==> config.mk <==
export PLATFORM = sky130hd
export DESIGN_NAME = color_key_box_measure_unit
export DESIGN_NICKNAME = d
export VERILOG_FILES = /design/src/rtl/ckbm_pkg.sv /design/src/rtl/color_key_box_measure_unit.sv
export SDC_FILE = /design/constraint.sdc
export NUM_CORES = 2
export LEC_CHECK = 0
export ABC_AREA = 1
export BUFFER_PORTS_ARGS = -buffer_cell sky130_fd_sc_hd__buf_2
export CORE_ASPECT_RATIO = 1.1
export CORE_MARGIN = 4
export CORE_UTILIZATION = 30
export CTS_CLUSTER_DIAMETER = 120
export CTS_CLUSTER_SIZE = 12
export DETAILED_ROUTE_END_ITERATION = 12
export GPL_TIMING_DRIVEN = 0
export PLACE_DENSITY_LB_ADDON = 0.05
export SLEW_MARGIN = 10
export SYNTH_ARGS = -nofsm -noshare
export SYNTH_HDL_FRONTEND = slang
export SYNTH_SLANG_ARGS = --single-unit
export TNS_END_PERCENT = 10
==> constraint.sdc <==
create_clock -name clk -period 19.9 [get_ports clk]
set_input_delay 1.99 -clock clk [delete_from_list [all_inputs] [get_ports clk]]
set_output_delay 1.99 -clock clk [all_outputs]
set_load 0.02 [all_outputs]
==> src/rtl/ckbm_pkg.sv <==
`default_nettype none
// ---------------------------------------------------------------------------
// ckbm_pkg
// Shared types and constants of the color key box measurement unit.
// ---------------------------------------------------------------------------
package ckbm_pkg;

	localparam int MAX_DIM_DEF = 4096;

	localparam int PIXEL_W    = 32;
	localparam int BOX_W      = 20;
	localparam int RESULT_W   = 1 + 4 * BOX_W;
	localparam int RESULT_PAD = ((RESULT_W + 7) / 8) * 8;

	localparam int CFG_IDX_W  = 3;
	localparam int CFG_DATA_W = 32;
	localparam int DIM_CFG_W  = 13;
	localparam int SHIFT_W    = 5;
	localparam int LOSS_W     = 3;
	localparam int SCALE_W    = 8;
	localparam int LEVEL_W    = 8;

	localparam logic [LEVEL_W-1:0] KEY_LEVEL = 8'hFF;

	localparam int                    WIDTH_RST  = 640;
	localparam int                    HEIGHT_RST = 480;
	localparam logic [PIXEL_W-1:0]    MASK_RST   = 32'h0000_FF00;
	localparam logic [SHIFT_W-1:0]    SHIFT_RST  = 5'd8;
	localparam logic [LOSS_W-1:0]     LOSS_RST   = 3'd0;
	localparam logic [SCALE_W-1:0]    SCALE_RST  = 8'd1;

	typedef enum logic [CFG_IDX_W-1:0] {
		REG_IMAGE_WIDTH  = 3'd0,
		REG_IMAGE_HEIGHT = 3'd1,
		REG_GREEN_MASK   = 3'd2,
		REG_GREEN_SHIFT  = 3'd3,
		REG_GREEN_LOSS   = 3'd4,
		REG_SCALE_X      = 3'd5,
		REG_SCALE_Y      = 3'd6
	} cfg_reg_t;

endpackage : ckbm_pkg
`default_nettype wire

==> src/rtl/color_key_box_measure_unit.sv <==
`default_nettype none
// ---------------------------------------------------------------------------
// color_key_box_measure_unit
// Finds the key-green box in a raster-ordered frame and reports it per frame.
// ---------------------------------------------------------------------------
// The unit takes one pixel word per cycle when not held off as described below,
// and returns one result word on the last pixel of each frame; that pixel passes
// through the input register and then the result register. A finished result
// waiting at the output holds back only the last pixel of the next frame.
// In the cycle after each configuration write the input is held off while the
// frame size product is recomputed into its register.
module color_key_box_measure_unit #(
	parameter int MAX_DIM = ckbm_pkg::MAX_DIM_DEF
) (
	input  wire logic                                  clk,
	input  wire logic                                  arst_n,
	input  wire logic                                  cfg_we,
	input  wire logic [ckbm_pkg::CFG_IDX_W-1:0]        cfg_index,
	input  wire logic [ckbm_pkg::CFG_DATA_W-1:0]       cfg_wdata,
	input  wire logic                                  s_axis_tvalid,
	output      logic                                  s_axis_tready,
	// [31:0] pixel_word
	input  wire logic [ckbm_pkg::PIXEL_W-1:0]          s_axis_tdata,
	output      logic                                  m_axis_tvalid,
	input  wire logic                                  m_axis_tready,
	// [0] box_found, [20:1] box_left, [40:21] box_top,
	// [60:41] box_extent_x, [80:61] box_extent_y, zero above
	output      logic [ckbm_pkg::RESULT_PAD-1:0]       m_axis_tdata
);
	import ckbm_pkg::*;

	localparam int POS_W = $clog2(MAX_DIM);
	localparam int DIM_W = $clog2(MAX_DIM + 1);
	localparam int IDX_W = 2 * POS_W;
	localparam int PRB_W = IDX_W + 1;
	localparam int HGT_W = IDX_W + 1;
	localparam int W_RST = (WIDTH_RST > MAX_DIM) ? MAX_DIM : WIDTH_RST;
	localparam int H_RST = (HEIGHT_RST > MAX_DIM) ? MAX_DIM : HEIGHT_RST;
	localparam int LAST_RST = W_RST * H_RST - 1;

	typedef enum logic [1:0] {
		PH_SEARCH,
		PH_WIDTH,
		PH_HEIGHT,
		PH_DONE
	} phase_t;

	function automatic logic [DIM_W-1:0] clamp_dim(input logic [DIM_CFG_W-1:0] v);
		logic [DIM_W-1:0] r;
		if (v == '0) begin
			r = DIM_W'(1);
		end else if (32'(v) > MAX_DIM) begin
			r = DIM_W'(MAX_DIM);
		end else begin
			r = DIM_W'(v);
		end
		return r;
	endfunction

	function automatic logic [BOX_W-1:0] scale_box(input logic [BOX_W-1:0] a,
		input logic [SCALE_W-1:0] s);
		logic [BOX_W-1:0] p;
		p = a * BOX_W'(s);
		return p;
	endfunction

	// Configuration registers.
	logic [DIM_W-1:0]   width_q;
	logic [DIM_W-1:0]   height_q;
	logic [PIXEL_W-1:0] mask_q;
	logic [SHIFT_W-1:0] shift_q;
	logic [LOSS_W-1:0]  loss_q;
	logic [SCALE_W-1:0] scale_x_q;
	logic [SCALE_W-1:0] scale_y_q;
	logic [IDX_W-1:0]   last_q;
	logic               pend_q;
	logic [2*DIM_W-1:0] area;

	assign area = (2 * DIM_W)'(width_q) * (2 * DIM_W)'(height_q);

	always_ff @(posedge clk or negedge arst_n) begin
		if (!arst_n) begin
			width_q   <= DIM_W'(W_RST);
			height_q  <= DIM_W'(H_RST);
			mask_q    <= MASK_RST;
			shift_q   <= SHIFT_RST;
			loss_q    <= LOSS_RST;
			scale_x_q <= SCALE_RST;
			scale_y_q <= SCALE_RST;
			last_q    <= IDX_W'(LAST_RST);
			pend_q    <= 1'b0;
		end else begin
			pend_q <= cfg_we;
			last_q <= IDX_W'(area - (2 * DIM_W)'(1));
			if (cfg_we) begin
				unique case (cfg_reg_t'(cfg_index))
					REG_IMAGE_WIDTH:  width_q   <= clamp_dim(cfg_wdata[DIM_CFG_W-1:0]);
					REG_IMAGE_HEIGHT: height_q  <= clamp_dim(cfg_wdata[DIM_CFG_W-1:0]);
					REG_GREEN_MASK:   mask_q    <= cfg_wdata[PIXEL_W-1:0];
					REG_GREEN_SHIFT:  shift_q   <= cfg_wdata[SHIFT_W-1:0];
					REG_GREEN_LOSS:   loss_q    <= cfg_wdata[LOSS_W-1:0];
					REG_SCALE_X:      scale_x_q <= cfg_wdata[SCALE_W-1:0];
					REG_SCALE_Y:      scale_y_q <= cfg_wdata[SCALE_W-1:0];
					default: begin
					end
				endcase
			end
		end
	end

	// Input register and scan state.
	logic               valid_s1;
	logic [PIXEL_W-1:0] pixel_s1;
	phase_t             phase_q;
	logic [POS_W-1:0]   col_q;
	logic [IDX_W-1:0]   row_q;
	logic [IDX_W-1:0]   idx_q;
	logic [PRB_W-1:0]   probe_q;
	logic [POS_W-1:0]   first_col_q;
	logic [IDX_W-1:0]   first_row_q;
	logic [DIM_W-1:0]   run_q;
	logic [HGT_W-1:0]   hgt_q;
	logic               out_valid_q;

	phase_t             phase_n;
	logic [PRB_W-1:0]   probe_n;
	logic [POS_W-1:0]   first_col_n;
	logic [IDX_W-1:0]   first_row_n;
	logic [DIM_W-1:0]   run_n;
	logic [HGT_W-1:0]   hgt_n;
	logic [PIXEL_W-1:0] shifted;
	logic               green;
	logic               is_last;
	logic               out_free;
	logic               advance;
	logic               accept;
	logic [DIM_W-1:0]   col_inc;

	assign shifted  = (pixel_s1 & mask_q) >> shift_q;
	assign green    = LEVEL_W'(shifted << loss_q) == KEY_LEVEL;
	assign is_last  = idx_q >= last_q;
	assign out_free = !out_valid_q || m_axis_tready;
	assign advance  = valid_s1 && !pend_q && (!is_last || out_free);
	assign s_axis_tready = !pend_q && (!valid_s1 || advance);
	assign accept   = s_axis_tvalid && s_axis_tready;
	assign col_inc  = DIM_W'(col_q) + DIM_W'(1);

	always_comb begin
		phase_n     = phase_q;
		probe_n     = probe_q;
		first_col_n = first_col_q;
		first_row_n = first_row_q;
		run_n       = run_q;
		hgt_n       = hgt_q;
		unique case (phase_q)
			PH_SEARCH: begin
				if (green) begin
					first_col_n = col_q;
					first_row_n = row_q;
					run_n       = DIM_W'(1);
					if (DIM_W'(1) >= width_q) begin
						hgt_n   = HGT_W'(1);
						probe_n = PRB_W'(idx_q) + PRB_W'(width_q);
						phase_n = PH_HEIGHT;
					end else begin
						phase_n = PH_WIDTH;
					end
				end
			end
			PH_WIDTH: begin
				if (green) begin
					run_n = run_q + DIM_W'(1);
					if (run_n >= width_q) begin
						hgt_n   = HGT_W'(1);
						probe_n = PRB_W'(idx_q) + PRB_W'(width_q);
						phase_n = PH_HEIGHT;
					end
				end else begin
					hgt_n   = HGT_W'(1);
					probe_n = PRB_W'(idx_q) + PRB_W'(width_q) - PRB_W'(1);
					phase_n = PH_HEIGHT;
				end
			end
			PH_HEIGHT: begin
				if (PRB_W'(idx_q) == probe_q) begin
					if (green) begin
						hgt_n   = hgt_q + HGT_W'(1);
						probe_n = PRB_W'(idx_q) + PRB_W'(width_q);
					end else begin
						phase_n = PH_DONE;
					end
				end
			end
			PH_DONE: begin
			end
		endcase
	end

	always_ff @(posedge clk or negedge arst_n) begin
		if (!arst_n) begin
			valid_s1    <= 1'b0;
			phase_q     <= PH_SEARCH;
			col_q       <= '0;
			row_q       <= '0;
			idx_q       <= '0;
			probe_q     <= '0;
			first_col_q <= '0;
			first_row_q <= '0;
			run_q       <= '0;
			hgt_q       <= '0;
			out_valid_q <= 1'b0;
		end else begin
			if (accept) begin
				valid_s1 <= 1'b1;
			end else if (advance) begin
				valid_s1 <= 1'b0;
			end
			if (advance && is_last) begin
				out_valid_q <= 1'b1;
			end else if (m_axis_tready) begin
				out_valid_q <= 1'b0;
			end
			if (advance) begin
				if (is_last) begin
					phase_q     <= PH_SEARCH;
					col_q       <= '0;
					row_q       <= '0;
					idx_q       <= '0;
					probe_q     <= '0;
					first_col_q <= '0;
					first_row_q <= '0;
					run_q       <= '0;
					hgt_q       <= '0;
				end else begin
					phase_q     <= phase_n;
					probe_q     <= probe_n;
					first_col_q <= first_col_n;
					first_row_q <= first_row_n;
					run_q       <= run_n;
					hgt_q       <= hgt_n;
					idx_q       <= idx_q + IDX_W'(1);
					if (col_inc >= width_q) begin
						col_q <= '0;
						row_q <= row_q + IDX_W'(1);
					end else begin
						col_q <= col_q + POS_W'(1);
					end
				end
			end
		end
	end

	always_ff @(posedge clk) begin
		if (accept) begin
			pixel_s1 <= s_axis_tdata;
		end
	end

	// Result register.
	logic [BOX_W-1:0] left_q;
	logic [BOX_W-1:0] top_q;
	logic [BOX_W-1:0] ext_x_q;
	logic [BOX_W-1:0] ext_y_q;
	logic             found_q;

	always_ff @(posedge clk) begin
		if (advance && is_last) begin
			found_q <= phase_n != PH_SEARCH;
			left_q  <= scale_box(BOX_W'(first_col_n), scale_x_q);
			top_q   <= scale_box(BOX_W'(first_row_n), scale_y_q);
			ext_x_q <= scale_box(BOX_W'(run_n), scale_x_q);
			ext_y_q <= scale_box(BOX_W'(hgt_n), scale_y_q);
		end
	end

	assign m_axis_tvalid = out_valid_q;
	assign m_axis_tdata  = RESULT_PAD'({ext_y_q, ext_x_q, top_q, left_q, found_q});

	// A frame end returns the scan to its starting point.
	assert property (@(posedge clk) disable iff (!arst_n)
		advance && is_last |=> idx_q == '0 && phase_q == PH_SEARCH && col_q == '0)
		else $error("scan state not cleared after frame end");

	// Nothing is taken in right after a configuration write.
	assert property (@(posedge clk) disable iff (!arst_n)
		cfg_we |=> !s_axis_tready)
		else $error("input accepted while frame size is recomputed");

	// A frame without a key pixel reports an empty box.
	assert property (@(posedge clk) disable iff (!arst_n)
		out_valid_q && !found_q |-> left_q == '0 && top_q == '0 && ext_x_q == '0
			&& ext_y_q == '0)
		else $error("empty frame reports a nonzero box");

	// Height measurement always starts from one counted row.
	assert property (@(posedge clk) disable iff (!arst_n)
		phase_q == PH_HEIGHT || phase_q == PH_DONE |-> hgt_q != '0)
		else $error("height phase without a counted row");

endmodule : color_key_box_measure_unit
`default_nettype wire

==> reports/results.tsv <==
metric	value	unit
synth_top_area_share	22.17	%
area_growth	10.95	%
drc	0	
final-setup-viol-count	0	
htreeDepth	2	
synth_area	38110	um^2
wl	123.7	mm
switching_share	45.56	%
antenna_found_initial	6	
pwr-share-clk	20.8	%
synth-seq-cells	370	
slowest_delay	630	ps
vias_per_cell	4.648	
ys.flop_type	dfrtp_1	
final_common_cell	nand2_1	
yosys_warnings	0	
top_level_ports	162	
rsz0062_at_grt	no	
synthArstFlopShare	69.46	%
drive_above_1_share	7.273	%
grt_pass1_vias	32410	
drv_cap	0	
place_hpwl	100.0	mm
hold_buffers	0	
critPathCaptureType	register	
cp_data_arrival_time	9750	ps
grt_pass1_wl	194.0	mm
cts_tree	done	
firstDrtPassIters	5	
tightest_slew	1141	ps
cp_top_family	adder cells	
p_leak	20.66	nW
cpMostUsedCell	nand2_1	
synth_edf_count	113	
required	20250	ps
core_area	125600	um^2
crit_buf_inv	9	
p_switching	0.001599	W
total_power	0.003510	W
clockBufferDepth	3	
wire_per_inst	18.81	um
grt_start_max_net_pins	83	
mostFrequentLayoutCells	1056 x nand2_1, 913 x inv_1, 422 x fa_1, 372 x nor2_1, 281 x ha_1	
clockRootBuffer	clkbuf_16	
clk_latency	620	ps
max_freq	0.1064	GHz
powerDensity	83.02	nW/um^2
criticalPathCategory	reg2reg	
crit_path_start_kind	register	
cts_sinks	370	
die-height	381.8	um
fillerInstances	13560	
hold_viol	0	
combPwrFrac	49.1	%
yosysSeqAreaShare	25.88	%
overflow	0	
post-route-period-util	47.22	%
status	finished clean	
cts-buffers-inserted	38	
cp_max_fo	10	
vias	30580	
synth_cell_type_count	60	
p_int	0.001911	W
post-cts-setup-buffers	0	
die_x	347.8	um
vdd_drop_max	65.98	uV
seqPwrFrac	30.1	%
grt.total_usage	18.87	%
gp_congestion	0.8718	
hold_path_class	reg2reg	
final_nets	5669	
syn_area_per_cell	8.131	um^2
fin_crit	9396	ps
tns	0	ps
antenna_left	0	
rows	136	
ctsResizeCount	0	
clkTransAtPathRegs	70	ps
finalClockSkew	38.54	ps
drt_iter0_markers	1559	
port_buffers	154	
crit_path_top_delay_cell	clkbuf_1	
slew_viol_final	0	
maxSlewHeadroom	23.94	%
initial_core_util	30.35	%
yosys-top-cells-area	fa_1 22%, dfrtp_1 15%, nand2_1 10%	
yosys.area.top_type	fa_1	
postSynthCellCount	4687	
die_area	132800	um^2
## worst reg2reg max path, delay by kind of cell, from the launching register on
family	cells	cell delay, ps
AO/OA/AOI/OAI	9	1890
adder cells (fa/ha/maj)	6	2620
buffers and inverters	9	2030
flip-flops	1	430
AND/OR/NAND/NOR	20	2190
## through the flow
| stage | util, % | worst slack (ps) | cell area (um^2) | std cells | hold slack [ps] |
|---|---|---|---|---|---|
| 2_1_floorplan | - | 12540 | 38130 | 4693 | 453.4 |
| 3_3_place_gp | 32.63 | 10490 | 40980 | 6503 | 468.5 |
| 3_5_place_dp | 32.76 | 10480 | 41140 | 6510 | 473.5 |
| 4_1_cts | 33.67 | 10470 | 42280 | 6578 | 490.6 |
| 5_1_grt | 33.67 | 9697 | 42280 | 6578 | 511.9 |
| 6_report | 33.67 | 10500 | 42280 | 6579 | 488.6 |
## power by group through the flow
stage,clock (W),combinational (W),sequential [W]
floorplan,0,0.00118,0.00104
global placement,0,0.00174,0.00108
detailed placement,0,0.00174,0.00107
CTS,0.000771,0.00175,0.00106
global route,0.000795,0.00197,0.00108
finish,0.000730,0.00172,0.00106
## area by class of cell
cell class                 count  area [um^2]  area share, %
multi-input combinational   3229        24030          56.83
tap                         1656         2072          4.900
sequential                   370         9864          23.33
clock buffer                  64         1112          2.631
antenna                        1        2.502       0.005918
buffer                       150        696.9          1.648
inverter                     944         3551          8.398
clock inverter                 4        31.28        0.07398
timing repair buffer         161        920.9          2.178
## sequential cells by signal, indices dropped and copies added, names as in the netlist, 2 cells and up
name,cells
col_q,12
ext_x_q,20
ext_y_q,20
first_col_q,12
first_row_q,20
height_q,13
hgt_q,20
idx_q,24
last_q,24
left_q,20
loss_q,3
mask_q,32
phase_q,2
pixel_s1,32
probe_q,25
row_q,20
run_q,13
scale_x_q,8
scale_y_q,8
shift_q,5
top_q,20
width_q,13
## worst paths after layout
| kind | start | endpoint | slack (ps) | cells after the start |
|---|---|---|---|---|
| worst max-delay path | width_q[8] | ext_y_q[19] | 10500 | 44 |
| worst min-delay path | first_col_q[7] | first_col_q[7] | 490 | 2 |
| worst max register to register | width_q[8] | ext_y_q[19] | 10500 | 44 |
| worst min register to register | first_col_q[7] | first_col_q[7] | 490 | 2 |
| max in group asynchronous | arst_n | last_q[18] | 17390 | 3 |
| min in group asynchronous | arst_n | idx_q[13] | 1270 | 1 |
## cells in the mapped netlist (all sizes together) (4+ instances only)
master and n:
o22ai 45, nor4 25, nand3b 8, clkbuf 108, edfxtp 113, nand2 1065
a21oi 153, xor2 128, ha 281, a22o 5, dfrtp 225, fa 422
clkinv 11, buf 42, nor2 378, o31ai 10, inv 933, dfstp 32
mux2 21, a211oi 6, o21ai 230, o21bai 15, a31oi 4, nand3 266
nand4 48, xnor2 33, a21o 7, nor3 49
## routing by layer
layer	global-route usage (%)	part of all wire, %	up-vias
met2	33.13	49	494
met5	0	0.032	-
met4	4.944	3.0	6
met1	24.51	45	14950
li1	-	-	14990
met3	2.415	3.5	142
## cells by family after synthesis
kind of cell             after synthesis  share of synthesized area [%]
AND/OR/NAND/NOR                     1846                          20.06
buffers and inverters               1094                          11.13
adder cells (fa/ha/maj)              703                          31.39
AO/OA/AOI/OAI                        491                          7.200
flip-flops                           370                          25.88
XOR/XNOR                             161                          3.700
multiplexers                          21                         0.6205
other                                  1                       0.009840
Power figures use the tool's default switching activity.
